--- src/sv/tat_pkg.sv ---
// tat_pkg: shared types and constants for the thermistor temperature unit.
// No dependencies.
package tat_pkg;

  localparam logic [63:0] LN2_Q32 = 64'd2977044472;

  localparam logic [1:0] REG_FULL_SCALE = 2'd0;
  localparam logic [1:0] REG_LOG_REF    = 2'd1;
  localparam logic [1:0] REG_INV_BETA   = 2'd2;
  localparam logic [1:0] REG_INV_TEMP   = 2'd3;

  // Queue entry between front and back
  typedef struct packed {
    logic [11:0] avg;
  } tat_item_t;

  typedef enum logic [3:0] {
    ST_IDLE,
    ST_LOG_INIT,
    ST_LOG_SQ,
    ST_LOG_SCALE,
    ST_LOG_SCALE2,
    ST_DIFF,
    ST_MUL_HI,
    ST_MUL_LO,
    ST_RECIP,
    ST_DIV,
    ST_DONE
  } tat_state_t;

endpackage

--- src/sv/tat_front.sv ---
// tat_front: sample ring, running sum and window average.
// Depends on tat_pkg.
module tat_front
  import tat_pkg::*;
#(
  parameter int WINDOW = 16
) (
  input  logic        clk,
  input  logic        rst,
  input  logic        in_valid,
  output logic        in_stall,
  input  logic [11:0] sample_mv,
  output logic        q_valid,
  input  logic        q_stall,
  output tat_item_t   q_item
);

  localparam int AW = (WINDOW > 1) ? $clog2(WINDOW) : 1;
  localparam int SW = 12 + AW;

  logic [11:0]   ring [WINDOW];
  logic [WINDOW-1:0] ring_vld;
  logic [AW-1:0] write_slot;
  logic [SW-1:0] window_sum;
  logic [SW-1:0] sum_next;
  logic [11:0]   old;
  logic          acc;

  // One-entry output register toward the back end
  assign in_stall = q_valid && q_stall;
  assign acc      = in_valid && !in_stall;
  assign old      = ring_vld[write_slot] ? ring[write_slot] : 12'd0;
  assign sum_next = window_sum + SW'(sample_mv) - SW'(old);

  always_ff @(posedge clk) begin
    if (rst) begin
      ring_vld   <= '0;
      write_slot <= '0;
      window_sum <= '0;
      q_valid    <= 1'b0;
    end else begin
      if (q_valid && !q_stall) q_valid <= 1'b0;
      if (acc) begin
        ring_vld[write_slot] <= 1'b1;
        write_slot <= (write_slot == AW'(WINDOW - 1)) ? '0 : write_slot + 1'b1;
        window_sum <= sum_next;
        q_valid    <= 1'b1;
      end
    end
  end

  always_ff @(posedge clk) begin
    if (acc) begin
      ring[write_slot] <= sample_mv;
      q_item.avg       <= 12'(sum_next / WINDOW);
    end
  end

endmodule

--- config.mk ---
export PLATFORM = sky130hd
export DESIGN_NAME = tat_front
export DESIGN_NICKNAME = d
export VERILOG_FILES = /design/src/sv/tat_pkg.sv /design/src/sv/tat_front.sv
export SDC_FILE = /design/constraint.sdc
export NUM_CORES = 1
export LEC_CHECK = 0
export BUFFER_PORTS_ARGS = -buffer_cell sky130_fd_sc_hd__buf_2
export CORE_ASPECT_RATIO = 0.5
export CORE_UTILIZATION = 67
export CTS_CLUSTER_SIZE = 14
export DETAILED_ROUTE_END_ITERATION = 8
export GPL_ROUTABILITY_DRIVEN = 0
export MAX_ROUTING_LAYER = met4
export PLACE_DENSITY = 0.91
export SLEW_MARGIN = 40
export SYNTH_ARGS = -nofsm -noshare
export SYNTH_HDL_FRONTEND = slang
export SYNTH_SLANG_ARGS = --single-unit
--- constraint.sdc ---
create_clock -name clk -period 9.2 [get_ports clk]
set_input_delay 0.92 -clock clk [delete_from_list [all_inputs] [get_ports clk]]
set_output_delay 0.92 -clock clk [all_outputs]
set_load 0.1 [all_outputs]
Yosys cells after proc, flatten, opt, wreduce, memory -nomap -nowiden
Memory sizes are Yosys's and may differ from the RTL's. A register that Yosys moved wholly into a read port is not among the register bits.
Index checks and enable logic that the tools add are counted.
{ "op_classes": {"bitwise": 1, "reduce_logical": 7, "addsub": 3, "eq_ne": 1, "muxes": 12, "magnitude_cmp": 2} }
{ "ops": {"columns": ["op", "n"], "rows": [
  ["16-bit by 12-bit adder with 16-bit output", 1],
  ["16-bit bitwise OR", 1],
  ["16-bit by 12-bit subtractor with 16-bit output", 1],
  ["12-bit 2-to-1 mux", 1],
  ["4-bit 2-to-1 mux", 3],
  ["1-bit 2-to-1 mux", 6],
  ["4-bit by 5-bit < comparator with 1-bit output (second input constant)", 1],
  ["4-bit by 1-bit adder with 4-bit output (second input constant)", 1],
  ["1-bit binary-select mux with 4-bit select", 1],
  ["1-bit demux with 4-bit select", 1],
  ["4-bit equality test (second input constant)", 1],
  ["4-bit by 1-bit greater-or-equal comparator with 1-bit output (second input constant)", 1],
  ["1-bit logical AND", 4],
  ["1-bit zero test", 2],
  ["2-bit nonzero test", 1]
]} }
{ "totals": {"reg_bits": 49, "n_memories": 1, "elab_cells": 32, "ramBits": 192, "output_inout_bits": 14, "input_bits": 16} }
{ "mem_list": {"columns": ["memory", "depth", "width", "rd", "rd_clocked_by_memory_dff", "wr", "line_no", "rtl"], "rows": [
  ["ring", 16, 12, 1, 1, 1, "tat_front.sv:21", "logic [11:0] ring [WINDOW];"]
]} }

Logic depth before layout (Yosys ltp)
{ "logic_depth": {"ltp_word": 5, "ltp_mapped": 17, "depth_no_buf": 15} }

Least setup slack after synthesis
OpenSTA, ideal clock, no wires.
{ "synth_path": {"path_kind": "register -> register", "from": "register write_slot[0]", "to": "register window_sum[15]", "stages_incl_launch_ff": 17, "slack_ps": 5139, "setup_ps": 123, "required_ps": 9077, "path_buffers": 3, "arrival_ps": 3938, "period_less_slack_ps": 4061, "cell_sequence": "dfxtp_1 buf_2 mux4_2 mux2_2 o21ai_1 buf_4 a211oi_1 fa_1 inv_1 ha_1 buf_6 and2_4 a221o_1 nor3_2 a21o_2 mux2i_1 mux2_1"} }
{ "synth_via": {"elab_chain_len": 4} }
{ "synth_lines": {"columns": ["item", "line_no", "rtl"], "rows": [
  ["from (decl)", "tat_front.sv:23", "logic [AW-1:0] write_slot;"],
  ["from (signal assigned)", "tat_front.sv:45", "write_slot <= (write_slot == AW'(WINDOW - 1)) ? '0 : write_slot + 1'b1;"],
  ["1-bit binary-select mux with 4-bit select", "tat_front.sv:32", "assign old = ring_vld[write_slot] ? ring[write_slot] : 12'd0;"],
  ["1-bit 2-to-1 mux (not written as such)", "tat_front.sv:32", null],
  ["12-bit 2-to-1 mux", "tat_front.sv:32", null],
  ["16-bit by 12-bit subtractor with 16-bit output", "tat_front.sv:33", "assign sum_next = window_sum + SW'(sample_mv) - SW'(old);"],
  ["to (signal assigned)", "tat_front.sv:46", "window_sum <= sum_next;"],
  ["to (decl)", "tat_front.sv:24", "logic [SW-1:0] window_sum;"]
]} }
Every way passes these cells. The select of a mux whose other input is x is not followed.
A chain may end at the register's enable or synchronous reset.

Worst setup path in the final report
{ "layout_path": {"from": "register write_slot[0]", "to": "register q_item[8] in the netlist's numbering (data pin)"} }
{ "layout_via": {"elab_chain_len": 4} }
{ "layout_lines": {"columns": ["item", "line_no", "rtl"], "rows": [
  ["1-bit binary-select mux with 4-bit select", "tat_front.sv:32", null],
  ["1-bit 2-to-1 mux (not written as such)", "tat_front.sv:32", null],
  ["12-bit 2-to-1 mux", "tat_front.sv:32", null],
  ["16-bit by 12-bit subtractor with 16-bit output", "tat_front.sv:33", null],
  ["named net sum_next[12]", "tat_front.sv:25", "logic [SW-1:0] sum_next;"],
  ["to (decl)", "tat_front.sv:15", "output tat_item_t q_item"]
]} }
The timed path passes the listed nets, and every way through them passes these cells. The select of a mux whose other input is x is not followed.

==> results.cfg <==
[sta]
fmax_mhz = 194.4
setup_viol = 0
period_share = 0.5591
layout_setup_ws_ns = 4.056
maxSlewHeadroom = 0.4329
skew_ns = 0.01323
fin_tns_setup_ns = 0
hold_violations = 0
drv_slew = 0
holdWs_ns = 0.4599
rsz0062_at_grt = no
period_minus_slack_ns = 5.144
worst_pin_slew_ns = 0.8505

[worst_setup_path]
crit_path_max_fanout = 12
required_ns = 9.46
regToRegSetupSlack_ns = 4.06
worstSetupStartpointType = flip-flop
worst-setup-path-type = reg2reg
worst_ep_arrival_time_ns = 5.40
end_kind = flip-flop

[synth]
synth_top_area_frac = 0.5848
syn-num-nets = 708
synth_flop_cell = edfxtp_1
avgSynthCellArea_um2 = 15.87
synth.most_common_cell = edfxtp_1
async_flop_share = 0
syn-cell-area_um2 = 10480
ys_ff_latch = 245
yosys.area.top_type = edfxtp_1
synth_edf_count = 204
synthCells = 660
synthDistinctLibCells = 52
synthTopCellsByArea = edfxtp_1 (58%), mux4_2 (11%), dfxtp_1 (7.8%)
yosysWarnings = 0
ys_seq_area_frac = 0.6632
synth_common_cells = edfxtp_1 (204), inv_1 (55), mux4_2 (52)

[outcome]
outcome = completed

[power_and_ir_drop]
p_leak_nw = 3.952
p_sw_mw = 1.048
clockPowerShare = 0.276
pwr_density_cell_nw_per_um2 = 267.7
irDropWorstVdd_mv = 0.1458
internal_power_mw = 2.047
power_frac_seq = 0.428
finalPower_mw = 3.095
p_comb_frac = 0.297
swShare = 0.3386

[clocking]
cts_buffers = 22
worst_skew_pair.late_latency_ns = 0.52
cts_tree = done
cts_sinks = 245
cts_setup_buffers = 0
cts_hold_buf = 0
cts_resized = 0
cts_buffer_depth = 3
root_buffer = clkbuf_16
clk_pin_slew_ns = 0.06
h-tree-depth = 1

[floorplan]
io_pins = 30
die_h_um = 90.42
dieArea_um2 = 16170
dieWidth_um = 178.8
row_count = 31
fp.coreArea_um2 = 14860
initial_utilization = 0.7051

[cells_and_area]
register_area_um2 = 6954
final_util = 0.7783
area_growth_pct = 10.38
postLayoutCellArea_um2 = 11560
final_nets = 744
n_fill_cell = 765
drive_gt1_frac = 0.2110
multiInputGateArea_um2 = 3223
fin_cells = 905

[global_route]
grt_pass1_vias = 6340
grt_max_degree = 49
overflow = 0
grt_pass1_wl_mm = 39.92
grt_usage = 0.3586
antenna_found_initial = 1

[detailed_routing]
routedWlPerCell_um = 29.52
drtIter0Drc = 995
vias_per_cell = 7.218
ant_nets = 0
wirelength_mm = 26.72
via_count = 6532
drc = 0
first_pass_iters = 9

[placed_design]
placed_area_um2 = 10930
dp.cells = 870
dp_hpwl_mm = 14.60
numPortBuffers = 29
place_ws_ns = 4.314

[job]
maxCapViolCount = 0

[min_path]
hp-class = reg2reg
power groups by stage:
stage          clock network, mW  logic [mW]  registers [mW]
5_1_grt                    0.895       0.982            1.33
3_5_place_dp                   0       0.876            1.35
4_1_cts                    0.852       0.900            1.33
6_report                   0.853       0.918            1.32
2_1_floorplan                  0       0.523            1.54
3_3_place_gp                   0       0.838            1.35
registers in the layout (all words and copies together) (netlist names), named ones only:
register / flops
ring: 192
ring_vld: 16
window_sum: 16
q_item: 12
write_slot: 4
q_valid: 1
cells by family after synthesis:
| family | after synthesis | synth area share |
|---|---|---|
| xor gates and xnor gates | 13 | 0.01087 |
| buffers and inverters | 88 | 0.03524 |
| AOI/OAI and AO/OA | 97 | 0.06343 |
| adders and majority gates | 32 | 0.04682 |
| muxes | 69 | 0.1283 |
| DFF | 245 | 0.6632 |
| and+or+nand+nor | 116 | 0.05220 |
worst paths after layout:
check | start | end | cells after the start
max | write_slot[0] | q_item[8] | 13
min | window_sum[0] | window_sum[0] | 2
max reg2reg | write_slot[0] | q_item[8] | 13
min reg2reg | window_sum[0] | window_sum[0] | 2
routing by layer:
metal / global-route usage / vias up / share of wire
met4: 0.1285 / 0 / 0.043
met1: 0.4892 / 3195 / 0.36
met3: 0.1098 / 138 / 0.14
li1: - / 2565 / -
met5: - / - / 0
met2: 0.5158 / 634 / 0.45
layout by cell type, fill, tap and decap left out, types with 3 or more instances in the layout:
master and instances:
xor2_1 3, mux4_2 52, fa_1 12, inv_1 55
ha_1 20, o21ai_1 5, dfxtp_2 3, nand2_1 36
buf_2 29, nor3_2 5, nand3_1 3, o21ai_0 5
mux2i_1 15, o21a_1 9, dfxtp_1 37, edfxtp_1 204
clkbuf_16 22, buf_4 14, a211oi_1 29, a21oi_1 21
nand4_1 4, a21o_1 8, nor2_1 33, nor3_1 3
nor2b_1 14, clkbuf_1 5, nor2_4 5, xnor2_1 10
cell type report:
class                   instances  share of cell area
diodes                          1           0.0002164
clock buffers                  30             0.05151
clock inverters                 4            0.003030
inverters                      55             0.01786
multi-input cells             327              0.2788
flip-flops and latches        245              0.6015
well taps                     198             0.02143
repair buffers                 45             0.02575
worst max-delay path, cell delays in order (launching register included):
cell	delay (ns)
dfxtp_1	0.65
mux4_2	0.61
mux2_2	0.29
o21ai_2	0.66
a211oi_1	0.26
fa_1	0.56
inv_1	0.07
fa_1	0.48
a211oi_1	0.35
o21ai_1	0.17
a41oi_1	0.32
o21ai_1	0.17
a21oi_1	0.20
xnor2_1	0.08
Power figures use the tool's default switching activity.
